**src/design/wtcqs_pkg.sv**
```systemverilog
// Package with shared types, codes and defaults of the three-class queue scheduler.
`default_nettype none
package wtcqs_pkg;
	localparam int QueueDepth = 16;
	localparam int NumQueues = 3;
	localparam int KeyW = 31;
	localparam int ClsW = 8;
	localparam int PayW = 32;
	localparam int WgtW = 4;
	localparam int CfgIdxW = 3;
	localparam int CfgDataW = 8;

	typedef enum logic [1:0] {
		REQ_ADD = 2'd0,
		REQ_SERVE = 2'd1,
		REQ_REMOVE = 2'd2,
		REQ_NONE = 2'd3
	} req_t;

	typedef enum logic [2:0] {
		ST_ADDED = 3'd0,
		ST_FULL = 3'd1,
		ST_SERVED = 3'd2,
		ST_EMPTY = 3'd3,
		ST_REMOVED = 3'd4,
		ST_NOT_FOUND = 3'd5
	} status_t;

	typedef enum logic [2:0] {
		CFG_HIGH = 3'd0,
		CFG_MID = 3'd1,
		CFG_W0 = 3'd2,
		CFG_W1 = 3'd3,
		CFG_W2 = 3'd4
	} cfg_idx_t;

	typedef enum logic [1:0] {
		S_IDLE,
		S_SCAN,
		S_SHIFT,
		S_DONE
	} fsm_t;

	typedef struct packed {
		logic [KeyW-1:0] key;
		logic [ClsW-1:0] cls;
		logic [PayW-1:0] pay;
	} entry_t;

	// Control sent to every cell of one queue.
	typedef struct packed {
		logic push;
		logic shift;
	} cell_ctl_t;
endpackage
`default_nettype wire

```
**src/design/wtcqs_cell.sv**
```systemverilog
// One queue slot: holds an entry and can take a new one or its right neighbor's.
`default_nettype none
module wtcqs_cell
	import wtcqs_pkg::*;
(
	input wire logic clk,
	input wire cell_ctl_t ctl,
	input wire logic sel_push,
	input wire logic sel_shift,
	input wire entry_t push_entry,
	input wire entry_t next_entry,
	output entry_t entry
);
	entry_t entry_q;

	always_ff @(posedge clk) begin
		if (ctl.push && sel_push) begin
			entry_q <= push_entry;
		end else if (ctl.shift && sel_shift) begin
			entry_q <= next_entry;
		end
	end

	assign entry = entry_q;
endmodule
`default_nettype wire

```
**src/design/wtcqs_queue.sv**
```systemverilog
// One FIFO queue built as a row of cells with length counter; its cells are exposed for the key search.
`default_nettype none
module wtcqs_queue
	import wtcqs_pkg::*;
#(
	parameter int QUEUE_DEPTH = QueueDepth
) (
	input wire logic clk,
	input wire logic arst_n,
	input wire cell_ctl_t ctl,
	input wire entry_t push_entry,
	input wire logic [$clog2(QUEUE_DEPTH+1)-1:0] shift_from,
	output logic [$clog2(QUEUE_DEPTH+1)-1:0] len,
	output entry_t head,
	output entry_t cells_out [QUEUE_DEPTH]
);
	localparam int LenW = $clog2(QUEUE_DEPTH + 1);
	logic [LenW-1:0] len_q;
	entry_t ent [QUEUE_DEPTH];

	always_ff @(posedge clk or negedge arst_n) begin
		if (!arst_n) begin
			len_q <= '0;
		end else if (ctl.push) begin
			len_q <= len_q + LenW'(1);
		end else if (ctl.shift) begin
			len_q <= len_q - LenW'(1);
		end
	end

	for (genvar i = 0; i < QUEUE_DEPTH; i++) begin : g_cell
		entry_t nxt;
		if (i == QUEUE_DEPTH - 1) begin : g_last
			assign nxt = ent[i];
		end else begin : g_mid
			assign nxt = ent[i+1];
		end
		wtcqs_cell u_cell (
			.clk(clk),
			.ctl(ctl),
			.sel_push(len_q == LenW'(i)),
			.sel_shift(LenW'(i) >= shift_from),
			.push_entry(push_entry),
			.next_entry(nxt),
			.entry(ent[i])
		);
		assign cells_out[i] = ent[i];
	end

	assign len = len_q;
	assign head = ent[0];
endmodule
`default_nettype wire

```
**src/design/weighted_three_class_queue_scheduler.sv**
```systemverilog
// Top level of the three-class weighted round-robin queue scheduler.
//
// Channel  | Direction | Signals
// in       | input     | in_valid, in_ready, req_type, entry_key, entry_class_value, entry_payload
// out      | output    | out_valid, out_ready, status, served_*
// cfg      | input     | cfg_we, cfg_idx, cfg_data
//
// Add and serve pass through the scan state once; remove runs the
// one-slot-per-cycle key scan over the cell row until the first matching key
// or, when no key matches, to the end of the queue length.
// All queue shifting happens in parallel across the cell row.
// Reset clears lengths and turn state and loads the default limits and weights; cells are not reset.
// A stalled result holds in the output register and blocks the next transaction.
`default_nettype none
module weighted_three_class_queue_scheduler
	import wtcqs_pkg::*;
#(
	parameter int QUEUE_DEPTH = QueueDepth
) (
	input wire logic clk,
	input wire logic arst_n,
	input wire logic in_valid,
	output logic in_ready,
	input wire logic [1:0] req_type,
	input wire logic [KeyW-1:0] entry_key,
	input wire logic [ClsW-1:0] entry_class_value,
	input wire logic [PayW-1:0] entry_payload,
	output logic out_valid,
	input wire logic out_ready,
	output logic [2:0] status,
	output logic [KeyW-1:0] served_key,
	output logic [ClsW-1:0] served_class_value,
	output logic [PayW-1:0] served_payload,
	output logic [1:0] served_queue,
	input wire logic cfg_we,
	input wire logic [CfgIdxW-1:0] cfg_idx,
	input wire logic [CfgDataW-1:0] cfg_data
);
	localparam int LenW = $clog2(QUEUE_DEPTH + 1);
	localparam int PosW = $clog2(QUEUE_DEPTH);

	logic [ClsW-1:0] high_q, mid_q;
	logic [WgtW-1:0] wgt_q [NumQueues];
	logic [1:0] cur_q;
	logic [WgtW-1:0] cnt_q;
	fsm_t state_q, state_d;
	logic [1:0] req_q, q_sel_q;
	entry_t in_q;
	logic [LenW-1:0] pos_q;
	logic [2:0] st_q;
	entry_t out_ent_q;
	logic [1:0] out_qn_q;
	logic out_valid_q;

	cell_ctl_t ctl [NumQueues];
	logic [LenW-1:0] len [NumQueues];
	entry_t head [NumQueues];
	entry_t cells [NumQueues][QUEUE_DEPTH];
	logic [LenW-1:0] shift_from;

	always_ff @(posedge clk or negedge arst_n) begin
		if (!arst_n) begin
			high_q <= 8'd55;
			mid_q <= 8'd40;
			wgt_q[0] <= 4'd3;
			wgt_q[1] <= 4'd1;
			wgt_q[2] <= 4'd1;
		end else if (cfg_we) begin
			case (cfg_idx)
				CFG_HIGH: high_q <= cfg_data;
				CFG_MID: mid_q <= cfg_data;
				CFG_W0: wgt_q[0] <= cfg_data[WgtW-1:0];
				CFG_W1: wgt_q[1] <= cfg_data[WgtW-1:0];
				CFG_W2: wgt_q[2] <= cfg_data[WgtW-1:0];
				default: ;
			endcase
		end
	end

	function automatic logic [1:0] nxt(input logic [1:0] q);
		nxt = (q == 2'd2) ? 2'd0 : q + 2'd1;
	endfunction

	// Serve selection.
	logic [1:0] sq0, sq;
	logic [WgtW-1:0] wcur;
	logic move;
	logic all_empty;
	always_comb begin
		wcur = (wgt_q[cur_q] == '0) ? WgtW'(1) : wgt_q[cur_q];
		move = (cnt_q >= wcur) || (len[cur_q] == '0);
		sq0 = move ? nxt(cur_q) : cur_q;
		sq = sq0;
		if (len[sq0] == '0) begin
			sq = nxt(sq0);
			if (len[nxt(sq0)] == '0) sq = nxt(nxt(sq0));
		end
		all_empty = (len[0] == '0) && (len[1] == '0) && (len[2] == '0);
	end

	logic [1:0] pick;
	assign pick = (entry_class_value > high_q) ? 2'd0 :
		(entry_class_value > mid_q) ? 2'd1 : 2'd2;

	entry_t scan_ent;
	assign scan_ent = cells[q_sel_q][pos_q[PosW-1:0]];

	logic accept;
	assign in_ready = (state_q == S_IDLE) && !out_valid_q;
	assign accept = in_valid && in_ready && (req_type != REQ_NONE);

	always_comb begin
		state_d = state_q;
		shift_from = pos_q;
		for (int k = 0; k < NumQueues; k++) ctl[k] = '0;
		case (state_q)
			S_IDLE: if (accept) state_d = S_SCAN;
			S_SCAN: begin
				state_d = S_DONE;
				case (req_q)
					REQ_ADD:
						if (len[q_sel_q] != LenW'(QUEUE_DEPTH)) ctl[q_sel_q].push = 1'b1;
					REQ_SERVE:
						if (!all_empty) begin
							ctl[sq].shift = 1'b1;
							shift_from = '0;
						end
					REQ_REMOVE:
						if (pos_q < len[q_sel_q]) begin
							if (scan_ent.key == in_q.key) ctl[q_sel_q].shift = 1'b1;
							else state_d = S_SCAN;
						end
					default: ;
				endcase
			end
			S_DONE: if (!out_valid_q || out_ready) state_d = S_IDLE;
			default: state_d = S_IDLE;
		endcase
	end

	always_ff @(posedge clk or negedge arst_n) begin
		if (!arst_n) begin
			state_q <= S_IDLE;
			cur_q <= '0;
			cnt_q <= '0;
			out_valid_q <= 1'b0;
			pos_q <= '0;
		end else begin
			state_q <= state_d;
			if (accept) pos_q <= '0;
			if (state_q == S_SCAN) begin
				case (req_q)
					REQ_SERVE:
						if (!all_empty) begin
							cur_q <= sq;
							cnt_q <= (sq != cur_q || move) ? WgtW'(1) : cnt_q + WgtW'(1);
						end
					REQ_REMOVE:
						if (state_d == S_SCAN) pos_q <= pos_q + LenW'(1);
					default: ;
				endcase
			end
			if (state_q == S_DONE && state_d == S_IDLE) out_valid_q <= 1'b1;
			else if (out_valid_q && out_ready) out_valid_q <= 1'b0;
		end
	end

	always_ff @(posedge clk) begin
		if (accept) begin
			req_q <= req_type;
			q_sel_q <= pick;
			in_q <= '{key: entry_key, cls: entry_class_value, pay: entry_payload};
		end
		if (state_q == S_SCAN) begin
			if (req_q == REQ_SERVE && !all_empty) begin
				out_ent_q <= head[sq];
				out_qn_q <= sq;
			end else begin
				out_ent_q <= '0;
				out_qn_q <= '0;
			end
			case (req_q)
				REQ_ADD:
					st_q <= (len[q_sel_q] != LenW'(QUEUE_DEPTH)) ? ST_ADDED : ST_FULL;
				REQ_SERVE:
					st_q <= all_empty ? ST_EMPTY : ST_SERVED;
				default:
					st_q <= (pos_q < len[q_sel_q]) ? ST_REMOVED : ST_NOT_FOUND;
			endcase
		end
	end

	for (genvar g = 0; g < NumQueues; g++) begin : g_q
		wtcqs_queue #(.QUEUE_DEPTH(QUEUE_DEPTH)) u_queue (
			.clk(clk),
			.arst_n(arst_n),
			.ctl(ctl[g]),
			.push_entry(in_q),
			.shift_from(shift_from),
			.len(len[g]),
			.head(head[g]),
			.cells_out(cells[g])
		);
	end

	assign out_valid = out_valid_q;
	assign status = st_q;
	assign served_key = out_ent_q.key;
	assign served_class_value = out_ent_q.cls;
	assign served_payload = out_ent_q.pay;
	assign served_queue = out_qn_q;

	a_ready_idle: assert property (@(posedge clk) disable iff (!arst_n)
		in_ready |-> (state_q == S_IDLE)) else $error("ready outside idle");
	a_len_bound: assert property (@(posedge clk) disable iff (!arst_n)
		(len[0] <= LenW'(QUEUE_DEPTH)) && (len[1] <= LenW'(QUEUE_DEPTH))
		&& (len[2] <= LenW'(QUEUE_DEPTH))) else $error("queue length overflow");
	a_one_op: assert property (@(posedge clk) disable iff (!arst_n)
		$countones({ctl[0].push, ctl[0].shift, ctl[1].push, ctl[1].shift,
		ctl[2].push, ctl[2].shift}) <= 1) else $error("multiple queue ops");
	a_cur_range: assert property (@(posedge clk) disable iff (!arst_n)
		cur_q != 2'd3) else $error("bad current queue");
endmodule
`default_nettype wire

```
**config.mk**
```make
export PLATFORM = sky130hd
export DESIGN_NAME = weighted_three_class_queue_scheduler
export DESIGN_NICKNAME = d
export VERILOG_FILES = /design/src/design/wtcqs_pkg.sv /design/src/design/wtcqs_cell.sv /design/src/design/wtcqs_queue.sv /design/src/design/weighted_three_class_queue_scheduler.sv
export SDC_FILE = /design/constraint.sdc
export NUM_CORES = 2
export LEC_CHECK = 0
export BUFFER_PORTS_ARGS = -buffer_cell sky130_fd_sc_hd__clkbuf_2
export CAP_MARGIN = 20
export CORE_ASPECT_RATIO = 1.5
export CORE_MARGIN = 1.5
export CORE_UTILIZATION = 45
export CTS_BUF_LIST = sky130_fd_sc_hd__clkbuf_8
export CTS_CLUSTER_DIAMETER = 80
export DETAILED_ROUTE_END_ITERATION = 10
export PLACE_DENSITY = 0.65
export SLEW_MARGIN = 20
export SYNTH_ARGS = -nofsm -noshare
export SYNTH_HDL_FRONTEND = slang
export SYNTH_SLANG_ARGS = --single-unit
```
**constraint.sdc**
```tcl
create_clock -name clk -period 8.72 [get_ports clk]
set_input_delay 0.872 -clock clk [delete_from_list [all_inputs] [get_ports clk]]
set_output_delay 0.872 -clock clk [all_outputs]
set_load 0.01 [all_outputs]
```
# ---- Yosys cells after proc, flatten, opt, wreduce, memory -nomap -nowiden
# Index checks and enable logic that the tools add are counted.
# Widths: inputs -> output; s select.
dict set report word_totals {
  regBits 3616
  word_cells 607
}
dict set report op_classes {
  add_sub_neg 11
  n_lt_le_gt_ge 27
  eq_ne 61
  n_mux 160
  bitwise_logic 7
  n_reduce_logical 174
}
# cell count
set op_table {}
lappend op_table {{$mux 71} 94}
lappend op_table {{$bmux 1136 s2} 1}
lappend op_table {{$mux 1136} 2}
lappend op_table {{$bmux 71 s4} 1}
lappend op_table {{$bmux 71 s2} 1}
lappend op_table {{$eq 5x4->1 const B} 24}
lappend op_table {{$mux 5} 24}
lappend op_table {{$logic_and 1x1->1} 103}
lappend op_table {{$reduce_bool 2->1} 49}
lappend op_table {{$eq 5x3->1 const B} 12}
lappend op_table {{$bmux 5 s2} 4}
lappend op_table {{$ge 4x5->1 const A} 7}
lappend op_table {{$eq 31x31->1} 1}
lappend op_table {{$eq 5x2->1 const B} 6}
lappend op_table {{$logic_not 5->1} 6}
lappend op_table {{$mux 2} 13}
lappend op_table {{$add 5x1->5 const B} 4}
lappend op_table {{$ge 3x5->1 const A} 4}
lappend op_table {{$pmux 6 s3} 1}
lappend op_table {{$gt 8x8->1} 2}
lappend op_table {{$mux 4} 4}
lappend op_table {{$eq 5x1->1 const B} 3}
lappend op_table {{$ge 3x3->1 const B} 5}
lappend op_table {{$not 2->3} 5}
lappend op_table {{other kinds (32)} 64}

# ---- Depth between registers and ports, before layout
dict set report logic_depth {
  word_depth 29
  depth_mapped 20
  depth_no_buf 17
}

# ---- Cells and area by module
# Synthesis repeated with hierarchy kept, for this count alone.
dict set report unflattened {
  cells_unflattened 10160
  hier_area_um2 174506.1
}
# module instances cells_each area_each_um2 seq_area_each_um2
set by_module_without_submodules {}
lappend by_module_without_submodules {wtcqs_cell 48 152 3069.2 2132.0}
lappend by_module_without_submodules {weighted_three_class_queue_scheduler 1 2421 23814.1 5599.1}
lappend by_module_without_submodules {{wtcqs_queue (g_q[0].u_queue ...)} 2 146 1106.1 125.1}
lappend by_module_without_submodules {{wtcqs_queue (g_q[2].u_queue)} 1 151 1158.6 125.1}

# ---- Worst setup path before layout
# Ideal clock, no wire load.
dict set report synth_path {
  path_type {register to register}
  startpoint {register cur_q[0]}
  endpoint {register g_q[0].u_queue.g_cell[12].u_cell.entry_q (netlist bit g_q[0].u_queue.g_cell[12].u_cell.entry[0]) (enable)}
  setup_time_ps 598
  arrival_time_ps 8329
  path_slack_ps -207
  path_stages_with_launch 20
  period_less_slack_ps 8927
  cell_sequence {dfrtp_1 > buf_1 > mux2i_1 > nor2_1 > a21oi_1 > nand3_1 > o211ai_1 > ha_1 > nand2b_1 > a21o_1 > a21oi_1 > o211ai_1 > a211oi_1 > o22ai_1 > a21oi_1 > nand3_1 > o21a_1 > buf_6 > clkbuf_1 > o21ai_0}
}
dict set report synth_via {
  elab_chain_len 28
}
# item line
set synth_rtl {}
lappend synth_rtl {{start: declaration} weighted_three_class_queue_scheduler.sv:44} ;# logic [1:0] cur_q;
lappend synth_rtl {{start signal: assignment} weighted_three_class_queue_scheduler.sv:155} ;# cur_q <= sq;
lappend synth_rtl {{$not 2->3 (implied by the code)} {weighted_three_class_queue_scheduler.sv:90, weighted_three_class_queue_scheduler.sv:91}}
lappend synth_rtl {{$bmux 4 s2} weighted_three_class_queue_scheduler.sv:90} ;# wcur = (wgt_q[cur_q] == '0) ? WgtW'(1) : wgt_q[cur_q];
lappend synth_rtl {{$mux 4 (implied by the code) (2 in a row)} weighted_three_class_queue_scheduler.sv:90}
lappend synth_rtl {{$logic_not 4->1} weighted_three_class_queue_scheduler.sv:90}
lappend synth_rtl {{$mux 4} weighted_three_class_queue_scheduler.sv:90}
lappend synth_rtl {{$ge 4x4->1} weighted_three_class_queue_scheduler.sv:91} ;# move = (cnt_q >= wcur) || (len[cur_q] == '0);
lappend synth_rtl {{$logic_or 1x1->1} weighted_three_class_queue_scheduler.sv:91}
lappend synth_rtl {{$mux 2 *} weighted_three_class_queue_scheduler.sv:92} ;# sq0 = move ? nxt(cur_q) : cur_q;
lappend synth_rtl {{[11 not listed]} --}
lappend synth_rtl {{$logic_and 1x1->1 (implied by the code)} weighted_three_class_queue_scheduler.sv:125} ;# ctl[sq].shift = 1'b1;
lappend synth_rtl {{$mux 1 (implied by the code)} weighted_three_class_queue_scheduler.sv:125}
lappend synth_rtl {{$demux 2 s2 *} weighted_three_class_queue_scheduler.sv:125}
lappend synth_rtl {{$mux 5 *} weighted_three_class_queue_scheduler.sv:124} ;# if (!all_empty) begin
lappend synth_rtl {{$pmux 6 s3 *} weighted_three_class_queue_scheduler.sv:120} ;# case (req_q)
lappend synth_rtl {{$mux 6 *} weighted_three_class_queue_scheduler.sv:116} ;# case (state_q)
lappend synth_rtl {{$logic_and 1x1->1 *} wtcqs_cell.sv:19} ;# end else if (ctl.shift && sel_shift) begin
lappend synth_rtl {{$reduce_bool 2->1 (no line) *} --}
lappend synth_rtl {{end signal: assignment} wtcqs_cell.sv:18} ;# entry_q <= push_entry;
lappend synth_rtl {{end signal: assignment} wtcqs_cell.sv:20} ;# entry_q <= next_entry;
lappend synth_rtl {{end: declaration} wtcqs_cell.sv:14} ;# entry_t entry_q;
# Mark *: on every way between the ends. The rest lies on a longest branch, timed or not. The select of a mux whose other input is x is not followed.
# A chain may end at the register's enable or synchronous reset.

# ---- Worst setup path after layout
dict set report layout_path {
  startpoint {register q_sel_q[1]}
  endpoint {register g_q[0].u_queue.g_cell[9].u_cell.entry_q (netlist bit g_q[0].u_queue.g_cell[9].u_cell.entry[6]) (enable)}
}
dict set report layout_via {
  elab_chain_len 14
}
# item line
set layout_rtl {}
lappend layout_rtl {{start: declaration} weighted_three_class_queue_scheduler.sv:47} ;# logic [1:0] req_q, q_sel_q;
lappend layout_rtl {{start signal: assignment} weighted_three_class_queue_scheduler.sv:171} ;# q_sel_q <= pick;
lappend layout_rtl {{$not 2->3 (implied by the code) *} --}
lappend layout_rtl {{$bmux 1136 s2} weighted_three_class_queue_scheduler.sv:106} ;# assign scan_ent = cells[q_sel_q][pos_q[PosW-1:0]];
lappend layout_rtl {{$mux 1136 (implied by the code) (2 in a row)} weighted_three_class_queue_scheduler.sv:106}
lappend layout_rtl {{$bmux 71 s4} weighted_three_class_queue_scheduler.sv:106}
lappend layout_rtl {{$mux 71 (implied by the code) (2 in a row)} weighted_three_class_queue_scheduler.sv:106}
lappend layout_rtl {{$eq 31x31->1} weighted_three_class_queue_scheduler.sv:130} ;# if (scan_ent.key == in_q.key) ctl[q_sel_q].shift = 1'b1;
lappend layout_rtl {{$mux 5} weighted_three_class_queue_scheduler.sv:130}
lappend layout_rtl {{$mux 5} weighted_three_class_queue_scheduler.sv:129} ;# if (pos_q < len[q_sel_q]) begin
lappend layout_rtl {{$pmux 6 s3 *} weighted_three_class_queue_scheduler.sv:120}
lappend layout_rtl {{$mux 6 *} weighted_three_class_queue_scheduler.sv:116}
lappend layout_rtl {{$logic_and 1x1->1} wtcqs_cell.sv:19}
lappend layout_rtl {{$reduce_bool 2->1 (no line) *} --}
lappend layout_rtl {{end signal: assignment} wtcqs_cell.sv:18}
lappend layout_rtl {{end signal: assignment} wtcqs_cell.sv:20}
lappend layout_rtl {{end: declaration} wtcqs_cell.sv:14}
# Marked as above.

==> impl_results.md <==
* Outcome: finished, final reports clean
* Top post-synthesis cells by area: edfxtp_1 (64%), mux2_2 (23%), clkbuf_1 (1.5%)
* Post-layout min period at 7.49 ns
* Die footprint at 0.375 sq mm
* Rel. slew slack at 0.102
* Synth top cells by count: edfxtp_1 (3,559), mux2_2 (3,406), clkbuf_1 (653)
* Placed insts at roughly 14,000
* Max-Cap Viols at 0
* Most frequent cell after synthesis: edfxtp_1
* Vias in the first global route at 100,606
* PnR Total Power at 46.7 mW
* Cell row count at 273
* Critical path class: flip-flop to flip-flop
* GRT overflow at 0
* Final worst-path cycle share at 0.858
* Grt met2 use at 0.482
* Routed WL per cell at 34.8 um
* Final-stage net count at 10,429
* Asr flop ratio synth at 0.0158
* Worst-Margin Slew at between 1 and 1.5 ns
* RSZ-0062 raised after global routing: false
* Hold Path Cell Cnt at 3
* CP startpoint: q_sel_q[1]
* Final Hold Viols at 0
* TritonCTS buffer count at 561
* Port bufs at 166
* Post-route ant nets at 0
* Gate count of the mapped netlist at 10,131
* CP Launch Type: flip-flop
* Yosys reg bits at 3,616
* Mapped Area at 0.167 sq mm
* CTS tree: built
* Die width at roughly 500 um
* PD cells at 253 mW/mm^2
* Lkg Pwr at 61.3 nW
* Initial antenna violation count at 18
* Initial drt markers at 10,792
* Initial DRT Pass Iterations at 8
* EDFF count, synth at about 3,600
* Routed WL at 540,000 um
* Gpl congestion at 0.946
* Routed via count at between 90,000 and 100k
* Starting density of the core at 0.452
* Layout cells sized above 1 at 0.449
* Drt drc at 0
* Final Max Tran Viols at 0
* Area share of the largest cell type after synthesis at 0.640
* Syn_nets at 10,264
* Peak Freq at about 130 MHz
* GRT Overall Usage at 0.284
* Mean Syn Cell Area at 16.5 sq um
* Post-detail-place hpwl at 317,000 um
* Via density at between 6 and 7
* H-tree level count at 6
* Setup Skew at 0.131 ns
* Sequential-to-total area share from yosys stat at 0.649
* Critical path endpoint category: flip-flop
* Synth Flop Type: edfxtp_1
* Clk slew on worst S/H paths at 0.07 ns
* R2R depth at 13
* Synth warn at 0
* Synth area leader: edfxtp_1
* Met1 usage at 0.330
* First-pass GRT wire length at 759,000 um
* Clk_lat worst skew at 1.17 ns
* Max VDD drop at 0.480 mV
* # fillers at just over 30,000
* Setup TNS at 0 ns
* # setup viols final at 0
* Io pins at between 150 and 200
* Setup Buffers After CTS at 0
* Synth cell types at 88
* Setup WS post-layout at between 1 and 1.5 ns
* Final Hold Slack at between 0.07 and 0.08 ns
* Met3 Resource Use GR at 0.0495
* WP data required at 9.42 ns
* Worst hold path class: primary input to flip-flop
* Post_cts resized at 0
* Place WS at around 1.6 ns
* Reg-to-Reg Start: q_sel_q[1]
* Clock Tree Root: clkbuf_8
* Largest net degree at the start of global routing at 108
* Clk sinks at between 3,000 and 4,000
* WP data arrival at 8.18 ns
* Max FO, Critical Path at approximately 110
* Clk buf depth at 4
* Die Y at 749 um
* Core box area at 0.369 sq mm
* P&R area growth vs syn at 10.6%
* Post-route insts no fill at 15,524
* Busiest layer in global routing: met2
* Min-delay src: out_ready
* CTS hold repair buffers at 81
[through the flow]
stage	area [sq um]	util
finish	185000	0.500
global route	185000	0.500
CTS	184000	0.500
detailed placement	174000	0.471
global placement	174000	0.471
floorplan	167000	-
[critical path: stages (launching register included)]
cell and delay (ns):
edfxtp_1 0.92, buf_12 0.43, mux2i_1 0.18, mux4_2 0.50
xnor2_1 0.34, a21oi_1 0.17, nor4_1 1.00, nand4_1 0.23
a2111oi_2 0.57, nand4_2 0.32, o21a_2 0.61, buf_4 0.35
o21ai_4 0.47, buf_12 0.39
[area by class of cell]
type	count	area (sq um)	area share
clock inverters	386	1930	0.0104
clock buffers	579	7970	0.0432
multi-input cells	5493	55100	0.298
flip-flops and latches	3616	108000	0.587
inverters	44	188	0.00102
diodes	14	35.0	0.000190
repair buffers	580	5020	0.0272
well taps	4812	6020	0.0326
[metal layers]
layer | wire, um | vias up
met3 | 43600 | 1778
li1 | - | 40133
met1 | 189000 | 51040
met2 | 266000 | 5494
met5 | 50 | -
met4 | 41900 | 10
[state kept, by name, summed over array words and instances (netlist names), 8 cells and up]
register	cells
served_payload	32
in_q	71
served_class_value	8
wgt_q	12
served_key	31
g_q.u_queue.len	15
high_q	8
mid_q	8
g_q.u_queue.g_cell.u_cell.entry	3408
[path summary, 6_finish.rpt]
| kind | to | slack [ns] |
|---|---|---|
| setup / recovery | g_q[0].u_queue.g_cell[9].u_cell.entry[6] | 1.23 |
| hold / removal | out_valid | 0.08 |
| setup reg to reg | g_q[0].u_queue.g_cell[9].u_cell.entry[6] | 1.23 |
| hold reg to reg | g_q[2].u_queue.g_cell[15].u_cell.entry[18] | 0.48 |
| max in group asynchronous | pos_q[1] | 7.66 |
| min in group asynchronous | mid_q[4] | 0.41 |
[layout by cell type (no fill, tap or decap), drive strengths merged, types with 11 or more instances in the layout]
cell	Yosys	layout
diode	0	14
dfstp	11	11
nand3	30	30
a22oi	40	40
nor4	19	19
a31oi	16	16
o32ai	20	20
a311oi	67	67
nor2	179	179
mux4	63	63
a21oi	105	105
o21ai	135	135
clkinv	1	176
clkbuf	653	745
mux2	3483	3483
ha	44	44
dfrtp	46	46
o22ai	21	21
buf	325	333
nand4	17	17
o2bb2ai	44	44
nor2b	42	42
xnor2	41	41
clkinvlp	0	17
mux2i	209	209
a211oi	18	18
nor3	79	79
a221o	47	47
nand2	269	269
inv	43	230
edfxtp	3559	3559
xor2	30	30
nand2b	114	114
dlygate4sd3	0	81
a221oi	236	236
[report_power, final]
group	internal [mW]	switching [mW]
clock network	6.38	6.95
logic	3.27	7.76
registers	21.4	0.886
[cell families after synthesis]
| kind of cell | after synthesis | synth area share |
|---|---|---|
| and+or+nand+nor | 793 | 0.0230 |
| adders and majority gates | 44 | 0.00330 |
| AOI/OAI and AO/OA | 830 | 0.0380 |
| DFF | 3616 | 0.649 |
| buffers and inverters | 1022 | 0.0270 |
| muxes | 3755 | 0.256 |
| xor gates and xnor gates | 71 | 0.00373 |
Note: power is estimated with default switching activity, not from simulation.
